--- src/rtl/saft_ram.sv ---
// generic single-port-write, single-port-read ram with registered read data
module saft_ram #(
  parameter int unsigned WIDTH = 8,
  parameter int unsigned DEPTH = 16,
  localparam int unsigned AW = (DEPTH > 1) ? $clog2(DEPTH) : 1
) (
  input  logic             clk_i,
  input  logic             we_i,
  input  logic [AW-1:0]    waddr_i,
  input  logic [WIDTH-1:0] wdata_i,
  input  logic [AW-1:0]    raddr_i,
  output logic [WIDTH-1:0] rdata_o
);

  logic [WIDTH-1:0] mem_q [DEPTH];
  logic [WIDTH-1:0] rdata_q;

  always_ff @(posedge clk_i) begin
    if (we_i) begin
      mem_q[waddr_i] <= wdata_i;
    end
    rdata_q <= mem_q[raddr_i];
  end

  assign rdata_o = rdata_q;

endmodule

--- config.mk ---
export PLATFORM = sky130hd
export DESIGN_NAME = saft_ram
export DESIGN_NICKNAME = d
export VERILOG_FILES = /design/src/rtl/saft_ram.sv
export SDC_FILE = /design/constraint.sdc
export NUM_CORES = 1
export LEC_CHECK = 0
export BUFFER_PORTS_ARGS = -buffer_cell sky130_fd_sc_hd__clkbuf_2
export CAP_MARGIN = 30
export CORE_MARGIN = 2
export CORE_UTILIZATION = 42
export DETAILED_ROUTE_END_ITERATION = 8
export PLACE_DENSITY = 0.62
export SYNTH_ARGS = -nofsm -noshare
export SYNTH_HDL_FRONTEND = slang
export SYNTH_SLANG_ARGS = --single-unit
--- constraint.sdc ---
create_clock -name clk_i -period 1.9 [get_ports clk_i]
set_clock_uncertainty 0.15 [all_clocks]
set_input_delay 0.095 -clock clk_i [delete_from_list [all_inputs] [get_ports clk_i]]
set_output_delay 0.095 -clock clk_i [all_outputs]
set_load 0.01 [all_outputs]
==> run_results.csv, run 1 <==
group,metric,value,unit
yosys,synth_compound_area_share,2.33,%
placement,io_buffers,25,
yosys,synth_fp_nets,247,
yosys,syn_area_per_cell,22.5,um^2
timing,hold_violations,0,
power,max-vdd-ir-drop,0.000871,V
yosys,synth_warnings,0,
clocking,cts.clk_slew.worst_paths,0.06,ns
clocking,cts_tree,"done",
clocking,cts_root_buffer,"clkbuf_16",
power,p_int,5.90,mW
global_route,grt_usage,17.2,%
clocking,cts_buffers,17,
yosys,synthMuxAreaShare,15.0,%
timing,post-route-period-util,82.9,%
power,p_sw,1.38,mW
layout,final_nets,310,
yosys,synthCells,229,
power,clockPowerShare,49.0,%
timing,max_freq,635,MHz
routing,finalWirelength,10200,um
power,power_density,1160,mW/mm^2
yosys,synthSimpleGateAreaFrac,3.18,%
clocking,postCtsSetupBuffers,0,
global_route,grt_max_degree,33,
yosys,seq_area_frac_synth,77.8,%
power,p_leak,2.17,nW
yosys,synth_seq_cells,136,
worst_setup_path,cp.required,2.04,ns
clocking,cts.path.max_buffers,2,
clocking,clock_latency,0.41,ns
routing,drt_iter0_markers,215,
power,p_sw_share,19.0,%
run_status,status,"finished clean",
clocking,clock-sinks,136,
die,io_pins,26,
timing,setup_viol,0,
timing,fin_setup_tns,0,ns
routing,wl_per_cell,22.5,um
die,die_h,115,um
timing,fin_crit,1.58,ns
worst_setup_path,crit_fanout,1,
yosys,synth_xor_area_share,0,%
die,core,0.0120,mm^2
layout,drive_gt1_share,31.5,%
routing,detail-route-antenna-nets,0,
routing,viasPerCell,5.48,
placement,dp_hpwl,6280,um
yosys,synth_top_family_by_area,"multiplexers",
routing,via_count,2478,
yosys,synth_fa_ha_area_share,0,%
power,p_total,7.28,mW
global_route,grt_pass1_wl,15700,um
worst_setup_path,crit_type,"flop to flop",
global_route,antenna_found_initial,0,
placement,gp_congestion,0.714,
timing,max_slew_margin,70.8,%
global_route,grt_pass1_vias,2569,
die,die_width,115,um
worst_setup_path,endpoint_kind,"flop",
die,die_area,0.0132,mm^2
worst_setup_path,start_kind,"flop",
worst_hold_path,min_path_type,"input pin to flop",
yosys,synthesis.area,0.00515,mm^2
timing,rsz0062_at_grt,"false",
routing,dr.pass1.iters,4,
yosys,synth_cell_types,19,
job,cap_violations,0,
timing,drv_slew,0,
power,sequentialPowerShare,46.4,%
layout,area_delta_synth_final,22.1,%
timing,worstMarginPinSlew,0.438,ns
worst_setup_path,critPathArrivalTime,1.71,ns
die,core.rowCount,40,
layout,antennaDiodeCount,0,
clocking,ctsResizeCount,0,
routing,remaining_drc_errors,0,
global_route,grt-ovfl-total,0,
die,start_util,42.9,%
power,p_comb_share,4.6,%
clocking,cts_hold_buf,7,
clocking,htree_num_levels,4,
## through the flow
| step | std cells | cell area, um^2 | hold slack (ns) | setup WS [ns] | util (%) |
|---|---|---|---|---|---|
| 6_report | 452 | 6280 | 0.0130 | 0.325 | 52.3 |
| 5_1_grt | 452 | 6280 | 0.0335 | 0.295 | 52.3 |
| 4_1_cts | 452 | 6280 | 0.00162 | 0.341 | 52.3 |
| 3_5_place_dp | 413 | 5560 | 0.335 | 0.169 | 46.3 |
| 3_3_place_gp | 413 | 5560 | 0.333 | 0.195 | 46.3 |
| 2_1_floorplan | 229 | 5150 | 0.0439 | 0.162 | - |
## path summary, 6_finish.rpt
check	start	slack (ns)	depth (start not counted)	to
setup / recovery	mem_q[1][2]$_DFFE_PP_	0.32	3	rdata_o[2]$_DFF_P_
hold / removal	wdata_i[3]	0.01	1	mem_q[4][3]$_DFFE_PP_
hold reg to reg	mem_q[15][5]$_DFFE_PP_	0.51	3	rdata_o[5]$_DFF_P_
setup reg to reg	mem_q[1][2]$_DFFE_PP_	0.32	3	rdata_o[2]$_DFF_P_
## cells in the final DEF (no fill, tap or decap), drive strengths merged
cell / netlist / final
nand2b: 2 / 2
bufinv: 0 / 5
nand3: 1 / 1
a22oi: 16 / 16
edfxtp: 128 / 128
nor2: 13 / 13
dfxtp: 8 / 8
clkbuf: 0 / 45
nor3: 4 / 4
nand2: 9 / 9
buf: 7 / 22
clkinvlp: 0 / 1
nand3b: 2 / 2
clkinv: 0 / 6
or3b: 1 / 1
nor2b: 1 / 1
dlygate4sd3: 0 / 7
and2: 1 / 1
mux4: 32 / 32
and2b: 1 / 1
## critical path, cell delays in order, from the launching register on
cell,delay (ns)
edfxtp_1,0.38
mux4_1,0.51
a22oi_1,0.33
nand2_1,0.08
## synth_stat cells
cell             instances  area, um^2
edfxtp_1               128        3840
mux4_2                  18         405
a22oi_1                 16         120
mux4_1                  14         368
nor2_1                  13        48.8
nand2_1                  9        33.8
dfxtp_1                  8         160
nor3_1                   4        20.0
buf_2                    3        15.0
buf_6                    3        33.8
clkdlybuf4s25_2          3        30.0
nand2b_1                 2        12.5
nand3b_1                 2        15.0
and2_1                   1        6.26
and2b_1                  1        7.51
buf_4                    1        7.51
nand3_1                  1        5.00
nor2b_1                  1        6.26
or3b_2                   1        8.76
## layer usage
layer / part of all wire [%] / track usage, %
met5: 0 / 0
met4: 2.1 / 5.86
met3: 7.3 / 5.88
met2: 46 / 24.5
met1: 44 / 25.1
## cell families after synthesis
group,after synthesis
multiplexers,32
flip-flops,136
AND/OR/NAND/NOR,35
AO/OA/AOI/OAI,16
buffers and inverters,10
## power by group through the flow
| stage | logic [mW] | clock network [mW] | registers [mW] |
|---|---|---|---|
| 2_1_floorplan | 0.170 | 0 | 3.44 |
| 3_3_place_gp | 0.319 | 0 | 3.44 |
| 3_5_place_dp | 0.327 | 0 | 3.44 |
| 4_1_cts | 0.339 | 3.63 | 3.38 |
| 5_1_grt | 0.362 | 3.76 | 3.38 |
| 6_report | 0.332 | 3.57 | 3.38 |
## layout make-up
cell class / instances / area (um^2)
clock buffers: 20 / 457
clock inverters: 12 / 198
fillers: 935 / 5730
multi-input cells: 83 / 1060
flip-flops and latches: 136 / 4000
well taps: 147 / 184
repair buffers: 54 / 385
## state kept, by name, summed over array words and instances, names as in the netlist
| signal | cells |
|---|---|
| rdata_o | 8 |
| mem_q | 128 |
Note: power is estimated with default switching activity, not from simulation.
==> inputs of run 2 (changes only) <==
--- a/config.mk
+++ b/config.mk
@@ -10,7 +10,7 @@
 export CORE_MARGIN = 2
 export CORE_UTILIZATION = 42
 export DETAILED_ROUTE_END_ITERATION = 8
-export PLACE_DENSITY = 0.62
+export PLACE_DENSITY = 0.64
 export SYNTH_ARGS = -nofsm -noshare
 export SYNTH_HDL_FRONTEND = slang
 export SYNTH_SLANG_ARGS = --single-unit
==> constraint.sdc (replaced) <==
create_clock -name clk_i -period 1.36 [get_ports clk_i]
set_clock_uncertainty 0.15 [all_clocks]
set_input_delay 0.068 -clock clk_i [delete_from_list [all_inputs] [get_ports clk_i]]
set_output_delay 0.068 -clock clk_i [all_outputs]
set_load 0.01 [all_outputs]
==> run 2 against run 1 <==
The flow now finishes with violations (negative setup slack). Sequential share of layout area grew 0.25 points. Critical path depth is the same. Cell count grew 1.1%. Hold slack gained 0.080 ns. Highest routed layer unchanged.
==> run_results.csv, run 2 (same netlist as run 1, synthesis figures left out) <==
group,metric,value,unit
run_status,status,"finished, violations left",
run_status,violations,"negative setup slack",
layout,finalNonFillerCells,457,
worst_setup_path,r2r_start,"mem_q[3][7]$_DFFE_PP_",
layout,multiInputGateArea,0.00108,mm^2
layout,drive_gt1_share,40.6,%
routing,dr.pass1.iters,4,
timing,rsz0062_at_grt,"true",
clocking,clock_latency,0.41,ns
clocking,cts_buffers,17,
layout,layout_commonest_cell,"edfxtp_1",
timing,layout_setup_ws,-0.0246,ns
worst_setup_path,critPathTopFamily,"multiplexers",
power,p_leak,2.09,nW
die,core.rowCount,40,
worst_setup_path,crit_fanout,1,
die,die_h,115,um
clocking,htree_num_levels,4,
layout,most-common-layout-cells,"edfxtp_1 (128), mux4_2 (32), clkbuf_2 (25)",
die,io_pins,26,
layout,antennaDiodeCount,0,
die,die_width,115,um
power,power_density,1480,mW/mm^2
worst_setup_path,cp-startpoint,"mem_q[3][7]$_DFFE_PP_",
routing,viasPerCell,5.41,
placement,dpl_cell_area,0.00565,mm^2
clocking,clock-sinks,136,
worst_setup_path,cp.depth,3,
timing,fin_crit,1.38,ns
layout,fill_cells,972,
routing,finalWirelength,9510,um
die,core,0.0120,mm^2
layout,area_delta_synth_final,21.6,%
clocking,cts.path.max_buffers,2,
layout,final_nets,316,
worst_hold_path,min_path_type,"input pin to flop",
layout,ff_latch_area,0.00400,mm^2
worst_setup_path,critPathBufInv,0,
placement,io_buffers,25,
worst_setup_path,crit_type,"flop to flop",
worst_setup_path,critPathMaxStageDelay,0.49,ns
clocking,cts_tree,"done",
routing,via_count,2472,
global_route,grt_pass1_vias,2665,
global_route,grt_pass1_wl,15300,um
timing,post-route-period-util,102,%
die,start_util,42.9,%
global_route,grt_usage,16.4,%
placement,dp_cells,418,
placement,gp_congestion,0.722,
worst_setup_path,endpoint_kind,"flop",
layout,largest-register,"mem_q",
worst_setup_path,cp_slowest_cell,"mux4_2",
die,die_area,0.0132,mm^2
timing,max_slew_margin,34.0,%
worst_setup_path,critPathArrivalTime,1.53,ns
layout,final_cell_area,0.00626,mm^2
clocking,cts_root_buffer,"clkbuf_16",
timing,max_freq,722,MHz
clocking,cts.clk_slew.worst_paths,0.06,ns
routing,detail-route-antenna-nets,0,
worst_setup_path,worstPathCellList,"mux4_2, a22oi_2, nand2_1",
routing,wl_per_cell,20.8,um
worst_setup_path,rr_worst_depth,3,
timing,worstMarginPinSlew,0.988,ns
power,max-vdd-ir-drop,0.00104,V
worst_setup_path,cp.required,1.51,ns
worst_setup_path,start_kind,"flop",
routing,remaining_drc_errors,0,
timing,setup_viol,6,
global_route,antenna_found_initial,0,
layout,largest_reg_flops,128,
timing,hold_violations,0,
job,cap_violations,0,
worst_setup_path,r2r-end,"rdata_o[7]$_DFF_P_",
global_route,grt_max_degree,21,
placement,place_ws,-0.283,ns
worst_setup_path,worstSetupEndpoint,"rdata_o[7]$_DFF_P_",
placement,dp_hpwl,6230,um
worst_setup_path,reg2reg_slack,-0.02,ns
routing,drt_iter0_markers,207,
global_route,grt-ovfl-total,0,
timing,drv_slew,0,
[run 2: cell types whose count changed in the layout (fill, tap and decap cells not counted), moves of 4 or more]
cell / change
mux4_1: -14
mux4_2: +14
a22oi_1: -12
a22oi_2: +12
bufinv_16: -4
[run 2: layout make-up]
class                   count  share of cell area [%]
well taps                 147                    2.94
multi-input cells          83                    17.2
clock inverters            10                    1.30
repair buffers             60                    7.52
flip-flops and latches    136                    64.0
clock buffers              21                    7.04
[run 2: worst min-delay path by stage]
| stage | startpoint | end | cells past startpoint |
|---|---|---|---|
| floorplan | wdata_i[0] | mem_q[0][0]$_DFFE_PP_ | 0 |
| global placement | rdata_o[5]$_DFF_P_ | rdata_o[5] | 1 |
| detailed placement | rdata_o[5]$_DFF_P_ | rdata_o[5] | 1 |
| CTS | waddr_i[1] | mem_q[0][7]$_DFFE_PP_ | 3 |
| global route | waddr_i[1] | mem_q[0][7]$_DFFE_PP_ | 3 |
| finish | waddr_i[1] | mem_q[0][7]$_DFFE_PP_ | 3 |
[run 2: layer usage]
layer | track usage [%] | vias up | part of all wire (%)
li1 | - | 1096 | -
met1 | 22.4 | 1293 | 44
met3 | 4.98 | 6 | 5.4
met4 | 6.99 | 0 | 0.86
met5 | 0 | - | 0
met2 | 24.7 | 77 | 49
[run 2: report_power, final]
part           total, mW  switching (mW)  internal, mW
clock               4.02            1.55          2.47
sequential          4.72          0.0321          4.69
combinational      0.516           0.272         0.244
[run 2: per-stage QoR]
step | utilization (%) | power (mW) | TNS (ns) | hold slack (ns)
floorplan | - | 5.05 | -3.84 | 0.0169
global placement | 47.0 | 5.26 | -4.03 | 0.311
detailed placement | 47.0 | 5.28 | -4.35 | 0.307
CTS | 51.9 | 9.32 | -0.204 | 0.0810
global route | 52.1 | 9.57 | -0.515 | 0.0974
finish | 52.1 | 9.26 | -0.0996 | 0.0933
[run 2: what timing repair did]
action | CTS | global route
endpoints found under the hold margin | 128 | 0
pin swaps | 12 | 8
gates resized for setup | 20 | 6
setup buffers | 0 | 0
setup endpoints to repair | 8 | 8
hold buffers | 8 | 0
[run 2: worst min-delay path, cell delays in order]
cell	delay, ns
clkbuf_2	0.17
nor3_2	0.06
buf_4	0.17
==> inputs of run 3 (changes only) <==
--- a/config.mk
+++ b/config.mk
@@ -14,3 +14,4 @@
 export SYNTH_ARGS = -nofsm -noshare
 export SYNTH_HDL_FRONTEND = slang
 export SYNTH_SLANG_ARGS = --single-unit
+export TNS_END_PERCENT = 30
==> run 3 against run 2 <==
The flow still finishes with violations (negative setup slack). Routed wire length grew 8.9%. Die area is the same. Count of clock-buffer cells in the layout shrank 3. First-iteration DRC count grew 6.3%. Total power grew 3.3%. Register-to-register slack lost 0.05 ns. Maximum frequency shrank 3.8%. Sequential share of layout area shrank 1.2 points. Setup slack lost 0.054 ns. Clock power grew 6.7%. Via count grew 1.7%. Critical path type unchanged. Critical endpoint is now rdata_o[5]$_DFF_P_. Largest cell class unchanged.
==> run_results.csv, run 3 (same netlist as run 1, synthesis figures left out) <==
group,metric,value,unit
run_status,status,"finished, violations left",
run_status,violations,"negative setup slack",
global_route,grt_max_degree,17,
power,max-vdd-ir-drop,0.000773,V
layout,largest_reg_flops,128,
worst_setup_path,cp-startpoint,"mem_q[3][5]$_DFFE_PP_",
die,io_pins,26,
power,p_sw_share,20.3,%
layout,final_nets,322,
placement,place_ws,-0.334,ns
clocking,cts.path.max_buffers,2,
power,p_total,9.56,mW
die,die_area,0.0132,mm^2
global_route,grt_pass1_vias,2704,
power,power_density,1500,mW/mm^2
clocking,cts_tree,"done",
power,p_leak,2.18,nW
clocking,cts_root_buffer,"clkbuf_16",
timing,max_freq,695,MHz
worst_setup_path,start_kind,"flop",
routing,viasPerCell,5.42,
layout,fill_cells,975,
worst_setup_path,endpoint_kind,"flop",
die,start_util,42.9,%
global_route,grt_usage,17.8,%
layout,most-common-layout-cells,"edfxtp_1 (128), mux4_2 (28), clkbuf_2 (25), buf_4 (25), clkbuf_16 (17)",
global_route,grt-ovfl-total,0,
clocking,cts_buffers,17,
timing,holdWs,0.0746,ns
routing,remaining_drc_errors,0,
power,sequentialPowerShare,49.4,%
routing,dr.pass1.iters,5,
power,p_sw,1.94,mW
worst_setup_path,crit_type,"flop to flop",
die,die_width,115,um
routing,detail-route-antenna-nets,0,
timing,fin_crit,1.44,ns
worst_setup_path,critPathArrivalTime,1.57,ns
power,clockPowerShare,44.9,%
clocking,postCtsSetupBuffers,0,
clocking,cts.clk_slew.worst_paths,0.06,ns
power,p_int,7.62,mW
placement,io_buffers,25,
power,p_comb_share,5.7,%
clocking,clock_latency,0.41,ns
placement,dp_hpwl,6500,um
clocking,clock-sinks,136,
routing,wl_per_cell,22.3,um
layout,drive_gt1_share,40.4,%
die,die_h,115,um
timing,fin_setup_tns,-0.271,ns
routing,via_count,2513,
layout,largest-register,"mem_q",
global_route,grt_pass1_wl,16100,um
worst_hold_path,hp-start,"waddr_i[0]",
layout,layout_commonest_cell,"edfxtp_1",
timing,hold_violations,0,
placement,dpl_cell_area,0.00572,mm^2
worst_hold_path,min_path_type,"input pin to flop",
layout,area_delta_synth_final,24.0,%
die,core.rowCount,40,
worst_setup_path,cp.required,1.49,ns
job,cap_violations,0,
global_route,antenna_found_initial,0,
timing,max_slew_margin,29.6,%
timing,post-route-period-util,106,%
routing,finalWirelength,10400,um
timing,setup_viol,7,
timing,layout_setup_ws,-0.0786,ns
worst_setup_path,r2r_start,"mem_q[3][5]$_DFFE_PP_",
timing,drv_slew,0,
timing,rsz0062_at_grt,"true",
clocking,htree_num_levels,4,
placement,gp_congestion,0.746,
die,core,0.0120,mm^2
layout,final_cell_area,0.00638,mm^2
worst_setup_path,crit_fanout,1,
routing,drt_iter0_markers,220,
layout,antennaDiodeCount,0,
timing,worstMarginPinSlew,1.05,ns
## run 3: cell count changes in the layout (fill, tap and decap cells not counted), sizes merged
cell,delta
bufinv,+1
clkbuf,-3
buf,+6
clkinvlp,-1
clkinv,+4
## run 3: through the flow
step	util [%]	std cells
2_1_floorplan	-	229
3_3_place_gp	47.6	424
3_5_place_dp	47.6	424
4_1_cts	53.1	464
5_1_grt	53.1	464
6_report	53.1	464
## run 3: metal layers
| layer | share of wire, % | GRT usage (%) |
|---|---|---|
| met1 | 44 | 24.6 |
| met2 | 47 | 27.0 |
| met5 | 0 | 0 |
| met4 | 1.7 | 6.67 |
| met3 | 6.8 | 5.24 |
## run 3: worst paths after layout
| path | depth (start not counted) | endpoint | slack (ns) |
|---|---|---|---|
| hold reg to reg | 3 | rdata_o[0]$_DFF_P_ | 0.51 |
| setup / recovery | 3 | rdata_o[5]$_DFF_P_ | -0.08 |
| hold / removal | 3 | mem_q[0][6]$_DFFE_PP_ | 0.07 |
| setup reg to reg | 3 | rdata_o[5]$_DFF_P_ | -0.08 |
## run 3: cell type report
cell class	count	area [um^2]	area share (%)
sequential	136	4000	62.7
multi-input combinational	83	1080	16.9
clock buffer	18	429	6.72
timing repair buffer	66	553	8.66
tap	147	184	2.88
clock inverter	14	134	2.10
## run 3: critical path, stage by stage, from the launching register on
cell      delay [ns]
edfxtp_1        0.37
mux4_2          0.48
a22oi_2         0.18
nand2_1         0.13
## run 3: timing repair
action,4_1_cts,5_1_grt
gates resized for setup,17,4
hold buffers,8,0
setup endpoints to repair,8,8
pin swaps,10,4
endpoints found under the hold margin,128,0
## run 3: power by group through the flow
stage          Combinational (mW)  Clock (mW)  Sequential, mW
4_1_cts                     0.550        4.37            4.72
3_3_place_gp                0.494           0            4.80
6_report                    0.547        4.29            4.72
2_1_floorplan               0.238           0            4.81
5_1_grt                     0.592        4.59            4.73
3_5_place_dp                0.508           0            4.80
